==> src/rtl/core/pidru_pkg.sv <==
// Shared types, codes and saturation helpers of the wrapping-sensor PID core.
// No dependencies; imported by every module in rtl/core.
package pidru_pkg;

  localparam int unsigned SENSOR_BITS_DEF    = 16;
  localparam int unsigned GAIN_FRAC_BITS_DEF = 16;

  localparam int unsigned MUL_W  = 33;
  localparam int unsigned PROD_W = 2 * MUL_W;
  localparam int unsigned CFG_W  = 32;

  localparam logic [15:0] WRAP_RST  = 16'd4096;
  localparam logic [30:0] LIMIT_RST = 31'd65536;

  typedef enum logic [2:0] {
    OP_INIT   = 3'd0,
    OP_PID    = 3'd1,
    OP_BANG   = 3'd2,
    OP_UNWRAP = 3'd3,
    OP_SETPT  = 3'd4,
    OP_ZERO   = 3'd5,
    OP_MAX    = 3'd6,
    OP_CLRINT = 3'd7
  } op_e;

  typedef enum logic [1:0] {
    LS_OK   = 2'd0,
    LS_HIGH = 2'd1,
    LS_LOW  = 2'd2,
    LS_DEAD = 2'd3
  } ls_e;

  typedef enum logic [2:0] {
    CFG_GAIN_P = 3'd0,
    CFG_GAIN_I = 3'd1,
    CFG_GAIN_D = 3'd2,
    CFG_WRAP   = 3'd3,
    CFG_LIMIT  = 3'd4,
    CFG_DEAD   = 3'd5
  } cfg_e;

  function automatic logic signed [31:0] sat32(input logic signed [63:0] v);
    logic signed [31:0] r;
    if (v > 64'sd2147483647) r = 32'sh7fffffff;
    else if (v < -64'sd2147483648) r = 32'sh80000000;
    else r = v[31:0];
    return r;
  endfunction

  function automatic logic signed [63:0] sat_add64(input logic signed [63:0] a,
                                                   input logic signed [63:0] b);
    logic signed [64:0] s;
    logic signed [63:0] r;
    s = {a[63], a} + {b[63], b};
    if (s[64] != s[63]) r = s[64] ? {1'b1, 63'd0} : {1'b0, {63{1'b1}}};
    else r = s[63:0];
    return r;
  endfunction

endpackage

==> src/rtl/core/pidru_mul.sv <==
// Shared signed multiplier with a registered product.
// Depends on pidru_pkg.
module pidru_mul import pidru_pkg::*; (
  input  logic                     clk_i,
  input  logic signed [MUL_W-1:0]  a_i,
  input  logic signed [MUL_W-1:0]  b_i,
  output logic signed [PROD_W-1:0] p_o
);

  logic signed [PROD_W-1:0] p_q;

  always_ff @(posedge clk_i) begin
    p_q <= a_i * b_i;
  end

  assign p_o = p_q;

endmodule

==> config.mk <==
export PLATFORM = sky130hd
export DESIGN_NAME = pidru_mul
export DESIGN_NICKNAME = d
export VERILOG_FILES = /design/src/rtl/core/pidru_pkg.sv /design/src/rtl/core/pidru_mul.sv
export SDC_FILE = /design/constraint.sdc
export NUM_CORES = 2
export LEC_CHECK = 0
export BUFFER_PORTS_ARGS = -buffer_cell sky130_fd_sc_hd__buf_2
export CORE_ASPECT_RATIO = 1.25
export CORE_UTILIZATION = 60
export CTS_CLUSTER_DIAMETER = 200
export DETAILED_ROUTE_END_ITERATION = 10
export GPL_TIMING_DRIVEN = 1
export PLACE_DENSITY = 0.76
export SETUP_SLACK_MARGIN = 0.15
export SLEW_MARGIN = 20
export SYNTH_ARGS = -nofsm -noshare
export SYNTH_HDL_FRONTEND = slang
export SYNTH_SLANG_ARGS = --single-unit
==> constraint.sdc <==
create_clock -name clk_i -period 8.65 [get_ports clk_i]
set_input_delay 1.73 -clock clk_i [delete_from_list [all_inputs] [get_ports clk_i]]
set_output_delay 1.73 -clock clk_i [all_outputs]
set_load 0.01 [all_outputs]
==> out/qor.txt <==
WP data arrival: 8.67 ns
Mux contribution to synthesized area: 0
Synth unique cells: 80
Post-synthesis compound-gate area fraction: 0.0407
# setup viols final: 0
H-Tree Depth: 3
XOR/XNOR share of the synthesized area: 0.0146
YS warnings: 0
DR vias: 30552
Async S/R FF share, synth: 0
Worst-case clock buffer depth: 2
Routed WL: 115000 µm
CP max FO: 13
HP Start: b_i[0]
Largest family of logic cells by synthesized area: adder cells
Status: finished, final reports clean
Aggregate global-route resource usage: 0.349
First-pass GRT wire length: 180000 µm
Max cap viols: 0
Worst slew margin: 0.533
Count of final hold-check violations: 0
Remaining Overflow, GRT: 0
Detailed-placement wirelength estimate: 101000 µm
Worst slew pin tran: 0.699 ns
Syn Area/Cell: 9.39 µm²
Dominant synthesized flop cell: dfxtp_1
Routed WL per cell: 20.7 µm
IO Port Bufs: 132
Root buf cell: clkbuf_16
Vias in the first global route: 34126
Final Max Slew Viols: 0
Final period utilization: 0.970
CTS tree: yes
DR DRC count: 0
Die area: 0.0689 mm²
Initial Utilization: 0.608
Rows: 106
Die span in x: 235 µm
Fin crit period: 8.39 ns
Total CTS buffers: 9
Critical Path RT: 8.93 ns
Syn-to-layout area delta: 13.2%
Vias/cell: 5.51
Post-DRT Antenna Nets: 0
Final Util: 0.688
Crit end category: flip-flop
Startpoint Class: input pin
Nets: 6099
Share of cells above drive strength 1: 0.151
DR pass1 iterations: 5
DIE HEIGHT: 293 µm
Initial antenna violation count: 9
Cell count after synthesis: 4338
1st-iter DRT viols: 1685
Worst setup startpoint: a_i[26]
RSZ-0062 raised after global routing: yes
Yosys reg bits: 66
GPL Wtd Cong: 0.949
Placed Cells incl. Taps: 5502
Filler Cell Count: 5017
Number of enable flip-flop cells after synthesis: 0
Sequential share of the synthesized area: 0.0324
F_max: 0.119 GHz
Post-synthesis instance area: 0.0407 mm²
Worst hold-check path type: in -> reg
I/O Pins: 133
Largest net degree at the start of global routing: 27
Max reg flops: 66
Finished Layout Cells: 5549
Post-Syn Nets: 5767
Commonest non-fill, non-tap cell in the layout: inv_1
Kind of critical path: in -> reg
Clock-pin slew on the worst setup and hold paths: 0.07 ns
Synth Area in Adders: 0.629
Simple-gate share of the synthesized area: 0.158
Core area: 0.0670 mm²
Commonest non-fill, non-tap cells in the layout: 1123 x inv_1, 1111 x fa_1, 557 x and2_1, 545 x nand2_1, 391 x buf_4
Hold buffer count at CTS: 0
Sink Count: 66
Hold WS: 1.96 ns
## path summary, 6_finish.rpt
| path | end | depth (start not counted) |
|---|---|---|
| min | p_o[0] | 3 |
| max | p_o[62] | 25 |
## metal layers
layer	track usage	up-vias	part of all wire
met5	0	-	0.00011
met4	0.367	2	0.13
met3	0.0419	595	0.046
met2	0.622	1195	0.53
met1	0.340	15764	0.30
li1	-	12996	-
## critical path, cell delays in order
cell	delay, ns
buf_2	0.23
buf_4	0.23
buf_4	0.23
nand2_1	0.09
fa_1	0.50
inv_1	0.06
fa_1	0.56
fa_1	0.46
fa_1	0.55
fa_1	0.61
fa_1	0.45
fa_1	0.50
inv_1	0.05
fa_1	0.47
inv_1	0.04
ha_1	0.28
and4_4	0.26
nand3_4	0.09
nand2b_4	0.17
a2111oi_4	0.32
a211oi_4	0.05
buf_6	0.14
a21o_2	0.22
a21o_1	0.17
a211oi_2	0.17
## cell families after synthesis
family,count (synthesis)
xor gates and xnor gates,68
and+or+nand+nor,1271
adders and majority gates,1362
AOI/OAI and AO/OA,219
buffers and inverters,1352
DFF,66
## cell usage after synthesis (all sizes together) (33+ instances only)
cell | n | area share
xnor2 | 43 | 0.0092
a21o | 38 | 0.0071
nand2 | 551 | 0.051
dfxtp | 66 | 0.032
ha | 217 | 0.067
and2 | 563 | 0.087
fa | 1145 | 0.56
clkbuf | 208 | 0.019
a21oi | 61 | 0.0080
inv | 1131 | 0.10
nor2 | 68 | 0.0063
o21ai | 33 | 0.0042
## stage by stage
step	setup TNS, ns	cell area, µm²	setup WS (ns)
global placement	-3.95	44800	-0.433
CTS	0	45100	0.104
detailed placement	-6.43	44800	-0.400
global route	0	46100	0.0961
finish	0	46100	0.257
floorplan	0	40800	0.176
## what timing repair did
action                                  CTS  global route
resized for setup                        20           201
pin swaps                                 1            87
buffers inserted                          0            21
endpoints found under the setup margin   11            32
## cell type report
| class | instances | area (µm²) | share of cell area |
|---|---|---|---|
| Antenna cell | 10 | 25.0 | 0.000543 |
| Clock buffer | 10 | 239 | 0.00518 |
| Clock inverter | 6 | 66.3 | 0.00144 |
| Inverter | 1131 | 4250 | 0.0922 |
| Multi-Input combinational cell | 2920 | 34900 | 0.757 |
| Sequential cell | 66 | 1320 | 0.0287 |
| Tap cell | 864 | 1080 | 0.0235 |
| Timing Repair Buffer | 542 | 4200 | 0.0911 |
Power is not shown: default switching activity piles up to over one toggle a cycle in this logic, so the estimate is an artifact.
