--- config.mk ---
export PLATFORM = sky130hd
export DESIGN_NAME = pidru_div
export DESIGN_NICKNAME = d
export VERILOG_FILES = /design/src/rtl/core/pidru_pkg.sv /design/src/rtl/core/pidru_div.sv
export SDC_FILE = /design/constraint.sdc
export NUM_CORES = 1
export LEC_CHECK = 0
export BUFFER_PORTS_ARGS = -buffer_cell sky130_fd_sc_hd__buf_2
export CORE_UTILIZATION = 31
export DETAILED_ROUTE_END_ITERATION = 6
export PLACE_DENSITY = 0.59
export SLEW_MARGIN = 30
export SYNTH_ARGS = -nofsm -noshare
export SYNTH_HDL_FRONTEND = slang
export SYNTH_SLANG_ARGS = --single-unit
--- constraint.sdc ---
create_clock -name clk_i -period 10.13 [get_ports clk_i]
set_input_delay 2.026 -clock clk_i [delete_from_list [all_inputs] [get_ports clk_i]]
set_output_delay 2.026 -clock clk_i [all_outputs]
set_load 0.05 [all_outputs]
--- src/rtl/core/pidru_pkg.sv ---
// Shared types, codes and saturation helpers of the wrapping-sensor PID core.
// No dependencies; imported by every module in rtl/core.
package pidru_pkg;

  localparam int unsigned SENSOR_BITS_DEF    = 16;
  localparam int unsigned GAIN_FRAC_BITS_DEF = 16;

  localparam int unsigned MUL_W  = 33;
  localparam int unsigned PROD_W = 2 * MUL_W;
  localparam int unsigned CFG_W  = 32;

  localparam logic [15:0] WRAP_RST  = 16'd4096;
  localparam logic [30:0] LIMIT_RST = 31'd65536;

  typedef enum logic [2:0] {
    OP_INIT   = 3'd0,
    OP_PID    = 3'd1,
    OP_BANG   = 3'd2,
    OP_UNWRAP = 3'd3,
    OP_SETPT  = 3'd4,
    OP_ZERO   = 3'd5,
    OP_MAX    = 3'd6,
    OP_CLRINT = 3'd7
  } op_e;

  typedef enum logic [1:0] {
    LS_OK   = 2'd0,
    LS_HIGH = 2'd1,
    LS_LOW  = 2'd2,
    LS_DEAD = 2'd3
  } ls_e;

  typedef enum logic [2:0] {
    CFG_GAIN_P = 3'd0,
    CFG_GAIN_I = 3'd1,
    CFG_GAIN_D = 3'd2,
    CFG_WRAP   = 3'd3,
    CFG_LIMIT  = 3'd4,
    CFG_DEAD   = 3'd5
  } cfg_e;

  function automatic logic signed [31:0] sat32(input logic signed [63:0] v);
    logic signed [31:0] r;
    if (v > 64'sd2147483647) r = 32'sh7fffffff;
    else if (v < -64'sd2147483648) r = 32'sh80000000;
    else r = v[31:0];
    return r;
  endfunction

  function automatic logic signed [63:0] sat_add64(input logic signed [63:0] a,
                                                   input logic signed [63:0] b);
    logic signed [64:0] s;
    logic signed [63:0] r;
    s = {a[63], a} + {b[63], b};
    if (s[64] != s[63]) r = s[64] ? {1'b1, 63'd0} : {1'b0, {63{1'b1}}};
    else r = s[63:0];
    return r;
  endfunction

endpackage

--- src/rtl/core/pidru_div.sv ---
// Iterative signed-by-unsigned divider, one quotient bit per cycle, truncating.
// Depends on pidru_pkg.
module pidru_div import pidru_pkg::*; (
  input  logic               clk_i,
  input  logic               rst_ni,
  input  logic               start_i,
  input  logic signed [63:0] dividend_i,
  input  logic        [31:0] divisor_i,
  output logic               done_o,
  output logic signed [63:0] quot_o
);

  logic [6:0]  cnt_q;
  logic        run_q, done_q, neg_q;
  logic [63:0] q_q;
  logic [32:0] rem_q;
  logic [31:0] dvs_q;
  logic [32:0] rem_sh;
  logic [33:0] diff;

  assign rem_sh = {rem_q[31:0], q_q[63]};
  assign diff   = {1'b0, rem_sh} - {2'b0, dvs_q};

  always_ff @(posedge clk_i or negedge rst_ni) begin
    if (!rst_ni) begin
      run_q  <= 1'b0;
      done_q <= 1'b0;
      cnt_q  <= '0;
    end else begin
      done_q <= 1'b0;
      if (start_i) begin
        run_q <= 1'b1;
        cnt_q <= '0;
      end else if (run_q) begin
        cnt_q <= cnt_q + 7'd1;
        if (cnt_q == 7'd63) begin
          run_q  <= 1'b0;
          done_q <= 1'b1;
        end
      end
    end
  end

  always_ff @(posedge clk_i) begin
    if (start_i) begin
      neg_q <= dividend_i[63];
      q_q   <= dividend_i[63] ? 64'(-dividend_i) : dividend_i;
      rem_q <= '0;
      dvs_q <= divisor_i;
    end else if (run_q) begin
      if (!diff[33]) begin
        rem_q <= diff[32:0];
        q_q   <= {q_q[62:0], 1'b1};
      end else begin
        rem_q <= rem_sh;
        q_q   <= {q_q[62:0], 1'b0};
      end
    end
  end

  assign done_o = done_q;
  assign quot_o = neg_q ? 64'(-$signed(q_q)) : $signed(q_q);

endmodule

==> impl_metrics.tcl <==
set metrics [dict create \
    status "finished, final reports clean" \
    startpoint_type "register" \
    critical-path-slowest-cell "or4_1" \
    initial_standard_cell_utilization_of_the_core 0.317 \
    drive_above_1_share 0.190 \
    detail_route.iter0.violations 557 \
    crit_arrival_ns 4.20 \
    grt_max_degree 71 \
    period_needed_ns 6.22 \
    grt_setup_unrepaired "false" \
    use_met2 0.259 \
    core-area_um2 30700 \
    dp_cells 1581 \
    p_leak_nw 4.77 \
    synth_cell_types 66 \
    cts-root-buf "clkbuf_16" \
    clock_skew_ns 0.0108 \
    numPortBuffers 163 \
    grt_antenna_before_repair 4 \
    io_pins 164 \
    avgRoutedWirePerCell_um 16.0 \
    grt.overflow.total 0 \
    gr-max-usage-layer "met2" \
    fp.dieArea_um2 32000 \
    max_cap_check_violation_count 0 \
    route.detailed.drc 0 \
    die-width_um 179 \
    cell_internal_pwr_mw 1.48 \
    post-route-period-util 0.614 \
    synth_area_per_cell_um2 9.14 \
    nets 1339 \
    number_of_h_tree_levels 4 \
    synth_flop_cell "edfxtp_1" \
    post-route-cell-area_um2 11500 \
    num_vias 8281 \
    crit_path_end_kind "output pin" \
    numCtsBuffers 17 \
    ys_seq_area_frac 0.389 \
    post_cts_buffers 0 \
    synth.largest_area_cell "edfxtp_1" \
    power.share.sequential 0.321 \
    synth_top_cell_area_share 0.300 \
    worst_path_clk_slew_ns 0.07 \
    setup-violations-final 0 \
    synth_edf_count 97 \
    cts.sinks 138 \
    fmax_mhz 161 \
    synth_area_um2 9710 \
    async_reset_ff_frac 0.0652 \
    clock_power_share 0.268 \
    floorplan.die.height_um 179 \
    delay_heaviest_family_cp "simple AND/OR/NAND/NOR gates" \
    hold_path.class "reg -> reg" \
    placement_rows 64 \
    post_cts_resize_count 0 \
    finish.utilization 0.376 \
    critPathBufInv 1 \
    ys_top_cells_by_area "edfxtp_1 (30%), xor2_1 (7.1%), xnor2_1 (6.8%), dfxtp_1 (6.6%), ha_1 (4.5%)" \
    tightest_slew_ns 0.960 \
    global_route_wire_length_before_repair_um 39800 \
    yosys_register_bits 138 \
    cts_tree "yes" \
    gp_congestion 0.882 \
    via_count_of_the_first_global_routing_pass 7660 \
    comb_power_share 0.411 \
    path_class "reg -> out" \
    fin_tns_setup_ns 0 \
    totalPowerFinal_mw 2.49 \
    global_route.usage.total 0.158 \
    dpl.hpwl_um 18900 \
    synth_cells 1063 \
    route.final.wire_length_um 25800 \
    total_switching_power_mw 1.01 \
    met3_usage 0.0299 \
    max_transition_margin 0.359 \
    drt-pass1-iter-count 5 \
    placement.cell_area_um2 10900 \
    cp_slowest_stage_delay_ns 0.60 \
    finalHoldViolations 0 \
    powerDensity_nw_per_um2 216 \
    drtAntennaViolNets 0 \
    swShare 0.404 \
    timing_max_transition_violations_final 0 \
    worst_skew_pair.late_latency_ns 0.43 \
    final-instance-count-excl-fill 1616 \
    synthesis.nets 1198 \
    required_ns 8.10 \
    global_route.usage.met1 0.206 \
    timing.critical_path.fanout_max 7 \
    yosysWarningCount 0 \
    clk_path_buf_depth 2 \
    detail_route.vias_per_cell 5.12 \
    ctsHoldBuffers 0 \
    syn2layout_area_growth_pct 18.7 \
    power.ir.vdd_worst_mv 0.0939 \
    crit_chain "or4_1, or3_1, or4_1, or2_1, nand2b_4, or3_1, o41ai_2, xnor2_1, buf_2" \
]
==> sequential cells by signal (all words and copies together), names as in the netlist <==
register and flops:
dvs_q 32, q_q 64, cnt_q 7, neg_q 1, rem_q 32, done_o 1
run_q 1
==> through the flow <==
step,hold WS [ns],worst slack (ns)
2_1_floorplan,0.447,4.69
3_3_place_gp,0.467,4.36
3_5_place_dp,0.465,4.33
4_1_cts,0.484,3.86
5_1_grt,0.505,3.70
6_report,0.481,3.91
==> cell usage in the layout, fill, tap and decap left out, drive strengths merged, types with 3 or more instances in the layout <==
cell / count
a211oi: 16
a21o: 10
a21oi: 85
a311oi: 3
a32oi: 3
and2: 6
and3: 4
buf: 170
bufinv: 3
clkbuf: 17
clkinv: 4
clkinvlp: 3
dfrtp: 9
dfxtp: 32
diode: 3
edfxtp: 97
ha: 35
inv: 58
mux2: 7
mux2i: 27
nand2: 81
nand2b: 14
nand3: 23
nand4: 7
nor2: 102
nor2b: 5
nor3: 7
nor4: 10
o211ai: 4
o21ai: 73
o21bai: 5
o22ai: 3
o31ai: 39
o41ai: 19
or2: 8
or3: 29
or4: 22
xnor2: 75
xor2: 79
==> Yosys cell counts, types with 7 or more instances <==
library cell	instances
nor2_1	102
a21o_1	10
nor4_1	9
o21ai_0	73
or3_1	29
nand3_1	23
xor2_1	79
a21oi_1	85
mux2_2	7
o41ai_1	16
o31ai_1	37
ha_1	35
inv_1	53
clkbuf_1	41
xnor2_1	75
edfxtp_1	97
mux2i_1	27
dfxtp_1	32
nand2b_1	13
dfrtp_1	9
a211oi_1	16
or4_1	19
nand2_1	81
==> worst min-delay path: cells and delay by family, from the launching register on <==
family             cells  cell delay, ns
AOI/OAI and AO/OA      1            0.06
and+or+nand+nor        1            0.05
DFF                    1            0.32
==> layout make-up <==
cell class / instances / area [µm²]
inverter: 53 / 199
sequential: 138 / 3780
multi-input combinational: 824 / 5550
clock inverter: 15 / 189
clock buffer: 17 / 425
antenna: 3 / 7.51
timing repair buffer: 170 / 875
tap: 396 / 495
fill: 3154 / 19100
==> logic make-up (layout without fill, tap and decap cells) <==
group	after synthesis	in the layout	synth area share
buf+inv	101	255	0.0405
fa+ha+maj	36	36	0.0472
other cells	0	3	0
compound gates	277	277	0.183
flops	138	138	0.389
mux	34	34	0.0359
xor+xnor	154	154	0.139
simple gates	323	323	0.166
==> per-layer routing <==
metal	up-vias	routed length, µm
li1	4154	-
met2	244	11900
met5	-	13
met4	2	648
met3	45	1570
met1	3836	11600
==> power groups by stage <==
stage                     clock network (mW)  registers [mW]  logic, mW
after global routing                   0.705           0.811       1.12
after detailed placement                   0           0.808       1.02
after floorplan                            0           0.780      0.803
after CTS                              0.683           0.796       1.03
after global placement                     0           0.804       1.01
final                                  0.668           0.798       1.02
==> final timing paths <==
check / cells after the start / start / endpoint / slack [ns]
setup / recovery: 9 / q_q[17] / quot_o[63] / 3.91
max in group asynchronous: 1 / rst_ni / run_q / 8.49
hold reg to reg: 2 / rem_q[2] / rem_q[2] / 0.48
min in group asynchronous: 1 / rst_ni / cnt_q[0] / 1.45
setup reg to reg: 12 / dvs_q[10] / rem_q[9] / 6.24
hold / removal: 2 / rem_q[2] / rem_q[2] / 0.48
Power figures use the tool's default switching activity.
